### src/ovl_pkg.sv
`timescale 1ns / 1ps
`default_nettype none

package ovl_pkg;

   localparam int LIST_DEPTH  = 16;
   localparam int MAX_RESULTS = 16;
   localparam int VALUE_W     = 32;
   localparam int POS_W       = 4;

   localparam logic [1:0] OP_INSERT = 2'd0;
   localparam logic [1:0] OP_READ   = 2'd1;
   localparam logic [1:0] OP_UPDATE = 2'd2;
   localparam logic [1:0] OP_DELETE = 2'd3;

   localparam logic [1:0] ST_DONE      = 2'd0;
   localparam logic [1:0] ST_NOT_FOUND = 2'd1;
   localparam logic [1:0] ST_FULL      = 2'd2;
   localparam logic [1:0] ST_EMPTY     = 2'd3;

   typedef struct packed {
      logic [1:0]                opcode;
      logic signed [VALUE_W-1:0] item_value;
      logic signed [VALUE_W-1:0] new_value;
   } req_type;

   typedef struct packed {
      logic [1:0]                status;
      logic signed [VALUE_W-1:0] out_value;
      logic [POS_W-1:0]          out_position;
      logic                      last;
   } rsp_type;

   typedef enum logic [2:0] {
      EM_NONE,
      EM_FULL,
      EM_INSERT,
      EM_EMPTY,
      EM_MISS,
      EM_ENTRY,
      EM_UPDATE,
      EM_DELETE
   } emit_type;

   typedef enum logic [1:0] {
      WR_NONE,
      WR_INSERT,
      WR_UPDATE,
      WR_SHIFT
   } wsel_type;

   typedef struct packed {
      logic     load;
      logic     issue;
      logic     capture;
      wsel_type wsel;
      emit_type emit;
   } cmd_type;

   typedef struct packed {
      logic [1:0] opcode;
      logic       full;
      logic       empty;
      logic       pvalid;
      logic       key_hit;
      logic       fill_end;
      logic       read_end;
      logic       hit_end;
   } stat_type;

endpackage

`default_nettype wire

### src/ordered_value_list_table.sv
// insert, a full list, an empty read and a miss on an empty list: result registered from dispatch
// read: each RAM read is registered, then its entry is registered out, one entry per cycle
// update: result follows the first match; a miss after a search ends at the last entry
// delete: the search and the shift down walk one entry per cycle
// one transaction at a time, next accept at the edge of the final result; receiver cannot stall
// synchronous reset empties the list and returns the controller to idle
`timescale 1ns / 1ps
`default_nettype none

module ordered_value_list_table #(
   parameter int LIST_DEPTH = ovl_pkg::LIST_DEPTH
) (
   input  wire logic             clock,
   input  wire logic             reset,
   input  wire logic             start,
   output logic                  busy,
   input  wire ovl_pkg::req_type req_data,
   output logic                  rsp_valid,
   output ovl_pkg::rsp_type      rsp_data
);

   ovl_pkg::cmd_type  cmd;
   ovl_pkg::stat_type stat;

   ovl_ctrl u_ctrl (
      .clock (clock),
      .reset (reset),
      .start (start),
      .busy  (busy),
      .stat  (stat),
      .cmd   (cmd)
   );

   ovl_dp #(
      .LIST_DEPTH (LIST_DEPTH)
   ) u_dp (
      .clock     (clock),
      .reset     (reset),
      .req_data  (req_data),
      .cmd       (cmd),
      .stat      (stat),
      .rsp_valid (rsp_valid),
      .rsp_data  (rsp_data)
   );

endmodule

`default_nettype wire

### src/ovl_ram.sv
`timescale 1ns / 1ps
`default_nettype none

module ovl_ram #(
   parameter int WIDTH = 32,
   parameter int DEPTH = 16
) (
   input  wire logic                     clock,
   input  wire logic                     wr_en,
   input  wire logic [$clog2(DEPTH)-1:0] wr_addr,
   input  wire logic [WIDTH-1:0]         wr_data,
   input  wire logic                     rd_en,
   input  wire logic [$clog2(DEPTH)-1:0] rd_addr,
   output logic      [WIDTH-1:0]         rd_data
);

   logic [WIDTH-1:0] mem [DEPTH];
   logic [WIDTH-1:0] rd_data_ff;

   always_ff @(posedge clock) begin
      if (wr_en) begin
         mem[wr_addr] <= wr_data;
      end
      if (rd_en) begin
         rd_data_ff <= mem[rd_addr];
      end
   end

   assign rd_data = rd_data_ff;

endmodule

`default_nettype wire

### src/ovl_dp.sv
`timescale 1ns / 1ps
`default_nettype none

module ovl_dp #(
   parameter int LIST_DEPTH = ovl_pkg::LIST_DEPTH
) (
   input  wire logic             clock,
   input  wire logic             reset,
   input  wire ovl_pkg::req_type req_data,
   input  wire ovl_pkg::cmd_type cmd,
   output ovl_pkg::stat_type     stat,
   output logic                  rsp_valid,
   output ovl_pkg::rsp_type      rsp_data
);

   localparam int AW     = $clog2(LIST_DEPTH);
   localparam int CW     = $clog2(LIST_DEPTH + 1);
   localparam int LimInt = (ovl_pkg::MAX_RESULTS < LIST_DEPTH) ?
                           ovl_pkg::MAX_RESULTS : LIST_DEPTH;
   localparam logic [CW-1:0] Lim  = CW'(LimInt);
   localparam logic [CW-1:0] Full = CW'(LIST_DEPTH);

   ovl_pkg::req_type req_ff, req_in;
   logic [CW-1:0]    fill_ff, fill_in;
   logic [CW-1:0]    rptr_ff, rptr_in;
   logic [CW-1:0]    pidx_ff, pidx_in;
   logic [CW-1:0]    hit_ff, hit_in;
   logic             pv_ff, pv_in;
   logic             rsp_valid_ff, rsp_valid_in;
   ovl_pkg::rsp_type rsp_ff, rsp_in;

   logic [CW-1:0]    bound;
   logic [CW-1:0]    lim;
   logic [CW-1:0]    pidx_next;
   logic [CW-1:0]    pidx_prev;
   logic             in_range;

   logic                        rd_en;
   logic [AW-1:0]               rd_addr;
   logic [ovl_pkg::VALUE_W-1:0] rd_data;
   logic                        wr_en;
   logic [AW-1:0]               wr_addr;
   logic [ovl_pkg::VALUE_W-1:0] wr_data;

   ovl_ram #(
      .WIDTH (ovl_pkg::VALUE_W),
      .DEPTH (LIST_DEPTH)
   ) u_ram (
      .clock   (clock),
      .wr_en   (wr_en),
      .wr_addr (wr_addr),
      .wr_data (wr_data),
      .rd_en   (rd_en),
      .rd_addr (rd_addr),
      .rd_data (rd_data)
   );

   always_comb begin
      lim       = (fill_ff > Lim) ? Lim : fill_ff;
      bound     = (req_ff.opcode == ovl_pkg::OP_READ) ? lim : fill_ff;
      in_range  = (rptr_ff < bound);
      pidx_next = pidx_ff + CW'(1);
      pidx_prev = pidx_ff - CW'(1);

      stat.opcode   = req_ff.opcode;
      stat.full     = (fill_ff == Full);
      stat.empty    = (fill_ff == '0);
      stat.pvalid   = pv_ff;
      stat.key_hit  = (rd_data == req_ff.item_value);
      stat.fill_end = (pidx_next == fill_ff);
      stat.read_end = (pidx_next == lim);
      stat.hit_end  = ((hit_ff + CW'(1)) == fill_ff);
   end

   // read pointer and compare pipe
   always_comb begin
      req_in  = req_ff;
      rptr_in = rptr_ff;
      pidx_in = pidx_ff;
      hit_in  = hit_ff;
      pv_in   = 1'b0;
      rd_en   = 1'b0;
      rd_addr = rptr_ff[AW-1:0];
      if (cmd.load) begin
         req_in  = req_data;
         rptr_in = '0;
      end else if (cmd.capture) begin
         hit_in  = pidx_ff;
         rptr_in = pidx_next;
      end else if (cmd.issue && in_range) begin
         rd_en   = 1'b1;
         pv_in   = 1'b1;
         pidx_in = rptr_ff;
         rptr_in = rptr_ff + CW'(1);
      end
   end

   always_comb begin
      wr_en   = 1'b0;
      wr_addr = fill_ff[AW-1:0];
      wr_data = req_ff.item_value;
      case (cmd.wsel)
         ovl_pkg::WR_INSERT: begin
            wr_en = 1'b1;
         end
         ovl_pkg::WR_UPDATE: begin
            wr_en   = 1'b1;
            wr_addr = pidx_ff[AW-1:0];
            wr_data = req_ff.new_value;
         end
         ovl_pkg::WR_SHIFT: begin
            wr_en   = 1'b1;
            wr_addr = pidx_prev[AW-1:0];
            wr_data = rd_data;
         end
         default: begin
            wr_en = 1'b0;
         end
      endcase
   end

   always_comb begin
      fill_in             = fill_ff;
      rsp_valid_in        = 1'b1;
      rsp_in.status       = ovl_pkg::ST_DONE;
      rsp_in.out_value    = '0;
      rsp_in.out_position = '0;
      rsp_in.last         = 1'b1;
      case (cmd.emit)
         ovl_pkg::EM_FULL: begin
            rsp_in.status = ovl_pkg::ST_FULL;
         end
         ovl_pkg::EM_INSERT: begin
            rsp_in.out_position = ovl_pkg::POS_W'(fill_ff);
            fill_in             = fill_ff + CW'(1);
         end
         ovl_pkg::EM_EMPTY: begin
            rsp_in.status = ovl_pkg::ST_EMPTY;
         end
         ovl_pkg::EM_MISS: begin
            rsp_in.status = ovl_pkg::ST_NOT_FOUND;
         end
         ovl_pkg::EM_ENTRY: begin
            rsp_in.out_value    = rd_data;
            rsp_in.out_position = ovl_pkg::POS_W'(pidx_ff);
            rsp_in.last         = stat.read_end;
         end
         ovl_pkg::EM_UPDATE: begin
            rsp_in.out_position = ovl_pkg::POS_W'(pidx_ff);
         end
         ovl_pkg::EM_DELETE: begin
            rsp_in.out_position = ovl_pkg::POS_W'(hit_ff);
            fill_in             = fill_ff - CW'(1);
         end
         default: begin
            rsp_valid_in = 1'b0;
         end
      endcase
   end

   always_ff @(posedge clock) begin
      if (reset) begin
         fill_ff      <= '0;
         pv_ff        <= 1'b0;
         rsp_valid_ff <= 1'b0;
      end else begin
         fill_ff      <= fill_in;
         pv_ff        <= pv_in;
         rsp_valid_ff <= rsp_valid_in;
      end
      req_ff  <= req_in;
      rptr_ff <= rptr_in;
      pidx_ff <= pidx_in;
      hit_ff  <= hit_in;
      rsp_ff  <= rsp_in;
   end

   assign rsp_valid = rsp_valid_ff;
   assign rsp_data  = rsp_ff;

endmodule

`default_nettype wire

### src/ovl_ctrl.sv
`timescale 1ns / 1ps
`default_nettype none

module ovl_ctrl (
   input  wire logic              clock,
   input  wire logic              reset,
   input  wire logic              start,
   output logic                   busy,
   input  wire ovl_pkg::stat_type stat,
   output ovl_pkg::cmd_type       cmd
);

   typedef enum logic [2:0] {
      S_IDLE,
      S_DISPATCH,
      S_READ,
      S_SEARCH,
      S_SHIFT
   } state_type;

   state_type state_ff, state_in;

   always_comb begin
      state_in    = state_ff;
      cmd.load    = 1'b0;
      cmd.issue   = 1'b0;
      cmd.capture = 1'b0;
      cmd.wsel    = ovl_pkg::WR_NONE;
      cmd.emit    = ovl_pkg::EM_NONE;
      case (state_ff)
         S_IDLE: begin
            if (start) begin
               cmd.load = 1'b1;
               state_in = S_DISPATCH;
            end
         end
         S_DISPATCH: begin
            state_in = S_IDLE;
            case (stat.opcode)
               ovl_pkg::OP_INSERT: begin
                  if (stat.full) begin
                     cmd.emit = ovl_pkg::EM_FULL;
                  end else begin
                     cmd.wsel = ovl_pkg::WR_INSERT;
                     cmd.emit = ovl_pkg::EM_INSERT;
                  end
               end
               ovl_pkg::OP_READ: begin
                  if (stat.empty) begin
                     cmd.emit = ovl_pkg::EM_EMPTY;
                  end else begin
                     state_in = S_READ;
                  end
               end
               default: begin
                  if (stat.empty) begin
                     cmd.emit = ovl_pkg::EM_MISS;
                  end else begin
                     state_in = S_SEARCH;
                  end
               end
            endcase
         end
         S_READ: begin
            cmd.issue = 1'b1;
            if (stat.pvalid) begin
               cmd.emit = ovl_pkg::EM_ENTRY;
               if (stat.read_end) begin
                  state_in = S_IDLE;
               end
            end
         end
         S_SEARCH: begin
            cmd.issue = 1'b1;
            if (stat.pvalid) begin
               if (stat.key_hit) begin
                  if (stat.opcode == ovl_pkg::OP_UPDATE) begin
                     cmd.wsel = ovl_pkg::WR_UPDATE;
                     cmd.emit = ovl_pkg::EM_UPDATE;
                     state_in = S_IDLE;
                  end else begin
                     cmd.capture = 1'b1;
                     state_in    = S_SHIFT;
                  end
               end else if (stat.fill_end) begin
                  cmd.emit = ovl_pkg::EM_MISS;
                  state_in = S_IDLE;
               end
            end
         end
         S_SHIFT: begin
            cmd.issue = 1'b1;
            if (stat.hit_end) begin
               cmd.emit = ovl_pkg::EM_DELETE;
               state_in = S_IDLE;
            end else if (stat.pvalid) begin
               cmd.wsel = ovl_pkg::WR_SHIFT;
               if (stat.fill_end) begin
                  cmd.emit = ovl_pkg::EM_DELETE;
                  state_in = S_IDLE;
               end
            end
         end
         default: begin
            state_in = S_IDLE;
         end
      endcase
   end

   always_ff @(posedge clock) begin
      if (reset) begin
         state_ff <= S_IDLE;
      end else begin
         state_ff <= state_in;
      end
   end

   assign busy = (state_ff != S_IDLE);

endmodule

`default_nettype wire

### config.mk
export PLATFORM = sky130hd
export DESIGN_NAME = ordered_value_list_table
export DESIGN_NICKNAME = d
export VERILOG_FILES = /design/src/ovl_pkg.sv /design/src/ordered_value_list_table.sv /design/src/ovl_ram.sv /design/src/ovl_dp.sv /design/src/ovl_ctrl.sv
export SDC_FILE = /design/constraint.sdc
export NUM_CORES = 1
export LEC_CHECK = 0
export ABC_AREA = 1
export BUFFER_PORTS_ARGS = -buffer_cell sky130_fd_sc_hd__buf_2
export CAP_MARGIN = 10
export CORE_MARGIN = 1.5
export CORE_UTILIZATION = 35
export DETAILED_ROUTE_END_ITERATION = 10
export SKIP_LAST_GASP = 1
export SLEW_MARGIN = 20
export SYNTH_ARGS = -nofsm -noshare
export SYNTH_HDL_FRONTEND = slang
export SYNTH_SLANG_ARGS = --single-unit
### constraint.sdc
create_clock -name clock -period 4.9 [get_ports clock]
set_input_delay 0.49 -clock clock [delete_from_list [all_inputs] [get_ports clock]]
set_output_delay 0.49 -clock clock [all_outputs]
set_load 0.02 [all_outputs]
=== Word-level counts from Yosys, hierarchy flattened ===
Memories as Yosys holds them, arrays and structs flattened. A register that Yosys moved wholly into a read port is not among the register bits.
Cells that the tools add are included.

* Flip-flop bits (word level): 130
* Memories kept: 1
* Bits of input ports: 69
* Logic and storage cells: 117
* Output and inout port bits: 41
* RAM bits: 512

* $add $sub $neg: 6
* Reductions and logical operators: 14
* Order comparisons: 2
* Eq/ne operators: 26
* Bitwise gates (word level): 2
* Multiplexer cells: 52

{| class="wikitable"
|+ Memory list
! name !! depth !! width !! read ports !! clocked after Yosys merged registers in !! wr ports !! RTL line !! text
|-
| u_dp.u_ram.mem || 16 || 32 || 1 || 1 || 1 || ovl_ram.sv:17 || <nowiki>logic [WIDTH-1:0] mem [DEPTH];</nowiki>
|}

{| class="wikitable"
|+ Operators with widths
! cell !! count
|-
| $pmux 32 s2 || 1
|-
| $mux 3 || 16
|-
| $eq 32x32->1 || 1
|-
| $mux 5 || 6
|-
| $add 5x1->5 const B || 4
|-
| $eq 3x3->1 const B || 5
|-
| $eq 5x5->1 || 3
|-
| $pmux 3 s5 || 1
|-
| $mux 1 || 14
|-
| $eq 3x2->1 const B || 4
|-
| $pmux 2 s3 || 2
|-
| $pmux 3 s2 || 2
|-
| $pmux 3 s4 || 1
|-
| $pmux 4 s3 || 1
|-
| $mux 2 || 5
|-
| $pmux 5 s2 || 1
|-
| $pmux 4 s2 || 1
|-
| $reduce_or 7->1 || 1
|-
| $eq 2x2->1 const B || 3
|-
| $eq 3x1->1 const B || 2
|-
| $mux 6 || 1
|-
| $reduce_or 3->1 || 2
|-
| $eq 5x5->1 const B || 1
|-
| $gt 5x5->1 const B || 1
|-
| 18 further kinds || 23
|}

=== Depth between registers and ports, before layout ===
* Depth in word-level cells: 11
* Depth in mapped cells: 24
* Gate-level depth less buffers: 23

=== Hierarchy ===
From an unflattened synthesis, not the netlist that was laid out.

* Cells, all modules: 2785
* Area, all modules: 29198.0 um^2

{| class="wikitable"
|+ Modules (own cells, without submodules)
! module !! times used !! cells an instance !! area each (um^2)
|-
| ovl_ram || 1 || 2120 || 23050.9
|-
| ovl_dp || 1 || 588 || 5755.5
|-
| ovl_ctrl || 1 || 77 || 391.6
|}

=== Worst setup path after synthesis ===
OpenSTA, ideal clock, no wires.

* Path type: flip-flop to flip-flop
* From: register u_ctrl.state_ff[0]
* To: register u_dp.rptr_ff[1]
* Slack: 0.721 ns
* Data arrival time: 4.058 ns
* Data required time: 4.779 ns
* Clock period less this slack: 4.179 ns
* Stages on the path, launching flop included: 9
* Library setup time: 0.121 ns
* Cell sequence: dfxtp_1 -> nor2_1 -> inv_1 -> nor2_1 -> inv_1 -> nor2_1 -> inv_1 -> o21ai_1 -> nand2_1

{| class="wikitable"
|+ RTL lines
! item !! RTL line !! text
|-
| start: declaration || ovl_ctrl.sv:21 || <nowiki>state_type state_ff, state_in;</nowiki>
|-
| start signal: assignment || ovl_ctrl.sv:114 || <nowiki>state_ff <= state_in;</nowiki>
|-
| end signal: assignment || ovl_dp.sv:172 || <nowiki>rptr_ff <= rptr_in;</nowiki>
|-
| end: declaration || ovl_dp.sv:25 || <nowiki>logic [CW-1:0] rptr_ff, rptr_in;</nowiki>
|}

=== Final worst setup path ===
* From: register u_dp.req_ff[53] (netlist name)
* To: memory u_dp.u_ram.mem[12][12] (enable)

* Word-level cells in the longest chain between the ends: 9
* Elaborated cells on any way between the ends: 12
* Classes of those cells: 4 x eq/ne; 7 x mux; 1 x reduce/logical

{| class="wikitable"
|+ Ends and longest elaborated chain
! item !! RTL line !! text
|-
| start: declaration || ovl_dp.sv:23 || <nowiki>ovl_pkg::req_type req_ff, req_in;</nowiki>
|-
| start signal: assignment || ovl_dp.sv:171 || <nowiki>req_ff <= req_in;</nowiki>
|-
| $eq 32x32->1 * || ovl_dp.sv:69 || <nowiki>stat.key_hit = (rd_data == req_ff.item_value);</nowiki>
|-
| $mux 3 * || ovl_ctrl.sv:76 || <nowiki>if (stat.key_hit) begin</nowiki>
|-
| $mux 6 * || ovl_ctrl.sv:75 || <nowiki>if (stat.pvalid) begin</nowiki>
|-
| $pmux 2 s3 * || ovl_ctrl.sv:30 || <nowiki>case (state_ff)</nowiki>
|-
| $eq 2x1->1 or $eq 2x2->1 (tied branches) || ovl_dp.sv:102 || <nowiki>case (cmd.wsel)</nowiki>
|-
| $reduce_or 3->1 (no source line) || -- ||
|-
| $mux 1 || ovl_dp.sv:102 ||
|-
| $mux 1 || ovl_ram.sv:21 || <nowiki>if (wr_en) begin</nowiki>
|-
| $mux 1 (implied by the code) || ovl_ram.sv:22 || <nowiki>mem[wr_addr] <= wr_data;</nowiki>
|-
| end: declaration || ovl_ram.sv:17 ||
|}

Every way passes the cells marked *; elsewhere a longest branch is shown, timed or not.

==> flow_summary.yaml <==
global_route:
  grt_pass1_wl_um: 106200
  antenna_found_initial: 1
  grt_pass1_vias: 16970
  overflow: 0
  grt_max_degree: 164
  grtUsageTotal_pct: 18.12
logic_synthesis:
  yosysTopAreaCellShare_pct: 69.40
  ys_seq_area_share_pct: 73.43
  ys_warn_count: 0
  ys.flop_type: "edfxtp_1"
  yosys-top-cells-area: "edfxtp_1 69%, o21ai_0 5.0%, nor2_1 4.7%"
  synth_common_cells: "620 x edfxtp_1, 337 x nor2_1, 269 x o21ai_0, 227 x nand2_1, 100 x clkbuf_1"
  avgSynthCellArea_um2: 12.65
  async_reset_ff_share_pct: 0
  synth_cells: 2120
  synth_cell_type_count: 41
  synth_fp_nets: 2198
  syn_area_um2: 26830
  synth_top_cell_by_area: "edfxtp_1"
  yosysMostFrequentCell: "edfxtp_1"
  ys_ff_latch: 674
  synth_edf_count: 620
critical_path:
  r2r_slack_ns: 0.39
  cp-end-kind: "register"
  timing.rr.end: "u_dp.u_ram.mem[12][12]"
  r2r-start: "u_dp.req_ff[53]"
  start_kind: "register"
  path_max_fanout: 32
  crit_buf_inv: 2
  slowest_stage: "nor4_1"
  critical_path_class: "reg -> reg"
  cpPeakStageDelay_ns: 0.85
  path_common_cell: "nand2_2"
  worst_ep_required_time_ns: 5.14
  reg2reg_depth: 11
  crit_arrival_ns: 4.75
  crit_family: "simple AND/OR/NAND/NOR gates"
  crit_chain: "xor2_1, nor4_1, nand2_1, nor2_2, nand3_4, nand2_2, inv_2, nand2_2, nand3_2, nor2_4, buf_4"
detailed_routing:
  drt_wl_total_um: 71770
  via_per_inst: 5.271
  detail-route-antenna-nets: 0
  drt_first_pass_iters: 5
  initialDrtViolationCount: 1712
  routedWlPerCell_um: 21.53
  drc: 0
  vias: 17570
cts:
  ctsHoldBuffers: 0
  h-tree-depth: 3
  cts_setup_buffers: 0
  clock_latency_ns: 0.62
  clock_sinks: 674
  cts_tree: "built"
  cts_buffers: 69
  path_clk_slew_ns: 0.06
  cts.path.max_buffers: 3
  cts_root_buf: "clkbuf_16"
  postCtsResizedCells: 0
power:
  seqPwrFrac_pct: 53.9
  p_int_uw: 9360
  p_sw_share_pct: 21.52
  power_leakage_uw: 0.01082
  p_comb_share_pct: 3.5
  p_clk_share_pct: 42.6
  powerDensity_nw_per_um2: 384.2
  switchingPower_uw: 2566
  ir_worst_vdd_mv: 0.2850
layout:
  area_growth_pct: 15.72
  diodes: 0
  layout-drive-gt1-share_pct: 15.15
  fin_area_um2: 31040
  fin_util_pct: 40.88
  finalNetCount: 2330
min_path:
  whs_path_depth: 1
  min_from: "req_data[37]"
  min_to: "u_dp.req_ff[37]"
  hold_path_class: "in -> reg"
sta:
  rsz0062_at_grt: "no"
  slew_violations: 0
  whs_ns: 0.04316
  worst_pin_slew_ns: 1.142
  setup_viol: 0
  fmax_mhz: 221.8
  post-route-period-util_pct: 91.99
  setup_tns_ns: 0
  slew_headroom_pct: 23.56
  layout_min_cycle_time_ns: 4.508
  clock_skew_ns: 0.02154
  hold_viol_final: 0
die:
  start_util_pct: 35.32
  ios: 110
  die_area_um2: 78320
  core-area_um2: 75950
  die_w_um: 279.9
  die_h_um: 279.9
  num_rows: 101
placed_design:
  hpwl_um: 41930
  gp_congestion: 0.8818
  dpl_cell_area_um2: 28740
  portBuffers: 109
outcome:
  status: "finished, final reports clean"
flow_run:
  cap_violations: 0
-- power by group through the flow --
stage	Sequential (uW)	Clock, uW	Combinational [uW]
2_1_floorplan	6540	0	228
3_3_place_gp	6560	0	383
3_5_place_dp	6560	0	398
5_1_grt	6430	5350	462
4_1_cts	6430	5140	401
6_report	6430	5070	420
-- state kept, by name, indices dropped and copies added (netlist names) --
name / flops
u_dp.stat: 2
u_dp.rsp_data: 39
u_dp.hit_ff: 5
u_ctrl.state_ff: 3
u_dp.pidx_ff: 5
u_dp.fill_ff: 5
u_dp.u_ram.rd_data: 32
u_dp.rsp_valid: 1
u_dp.rptr_ff: 5
u_dp.pv_ff: 1
u_dp.req_ff: 64
u_dp.u_ram.mem: 512
-- worst reg2reg max path: cells and delay by family (launching register included) --
| kind | cells | cell delay (ns) |
|---|---|---|
| flops | 1 | 0.45 |
| buf+inv | 2 | 0.84 |
| simple gates | 8 | 2.54 |
| xor+xnor | 1 | 0.28 |
-- metrics by stage --
stage	total power, uW	worst slack (ns)	std cells
2_1_floorplan	6770	0.7212	2120
3_3_place_gp	6938	0.4879	3183
3_5_place_dp	6954	0.4303	3188
4_1_cts	11970	0.4054	3311
5_1_grt	12250	0.05356	3334
6_report	11930	0.3924	3334
-- final cells by class --
| cell class | count | area [um2] |
|---|---|---|
| tap | 1030 | 1289 |
| timing repair buffer | 182 | 1139 |
| inverter | 102 | 394.1 |
| clock buffer | 89 | 1812 |
| clock inverter | 34 | 330.3 |
| fill | 7011 | 44900 |
| multi-input combinational | 1223 | 6374 |
| sequential | 674 | 19710 |
-- cells in the final DEF, fill, tap and decap left out, drive strengths merged, types with 54 or more instances in the layout --
cell / netlist / final
buf: 21 / 169
inv: 98 / 104
edfxtp: 620 / 620
nand2: 240 / 240
dfxtp: 54 / 54
o221ai: 54 / 54
o22ai: 80 / 80
clkbuf: 100 / 102
o21ai: 274 / 274
nor2: 347 / 347
nand3: 93 / 93
-- logic make-up (layout without fill, tap and decap cells) --
group | Yosys count | after routing | synth area share (%)
AOI/OAI and AO/OA | 473 | 473 | 10.45
xor gates and xnor gates | 41 | 41 | 1.395
adders and majority gates | 9 | 9 | 0.4198
buffers and inverters | 223 | 407 | 3.339
DFF | 674 | 674 | 73.43
and+or+nand+nor | 700 | 700 | 10.97
-- layer usage --
layer  global-route usage, %  share of wire [%]  vias up
met3                   4.270                8.8      116
met4                   5.696                2.4        2
li1                        -                  -     7980
met2                   26.90                 44      715
met1                   26.19                 44     8759
met5                       0              0.018        -
-- how the worst max path moves through the flow --
stage | from | endpoint | slack (ns) | cells after the start
2_1_floorplan | u_ctrl.state_ff[0] | u_dp.rptr_ff[1] | 0.72 | 8
3_3_place_gp | u_dp.req_ff[63] | u_dp.u_ram.mem[13][19] | 0.49 | 11
3_5_place_dp | u_dp.req_ff[63] | u_dp.u_ram.mem[12][19] | 0.43 | 11
4_1_cts | u_dp.req_ff[63] | u_dp.u_ram.mem[12][12] | 0.41 | 11
5_1_grt | u_dp.req_ff[63] | u_dp.u_ram.mem[14][28] | 0.05 | 11
6_report | u_dp.req_ff[53] | u_dp.u_ram.mem[12][12] | 0.39 | 11
(Power assumes the default switching activity.)
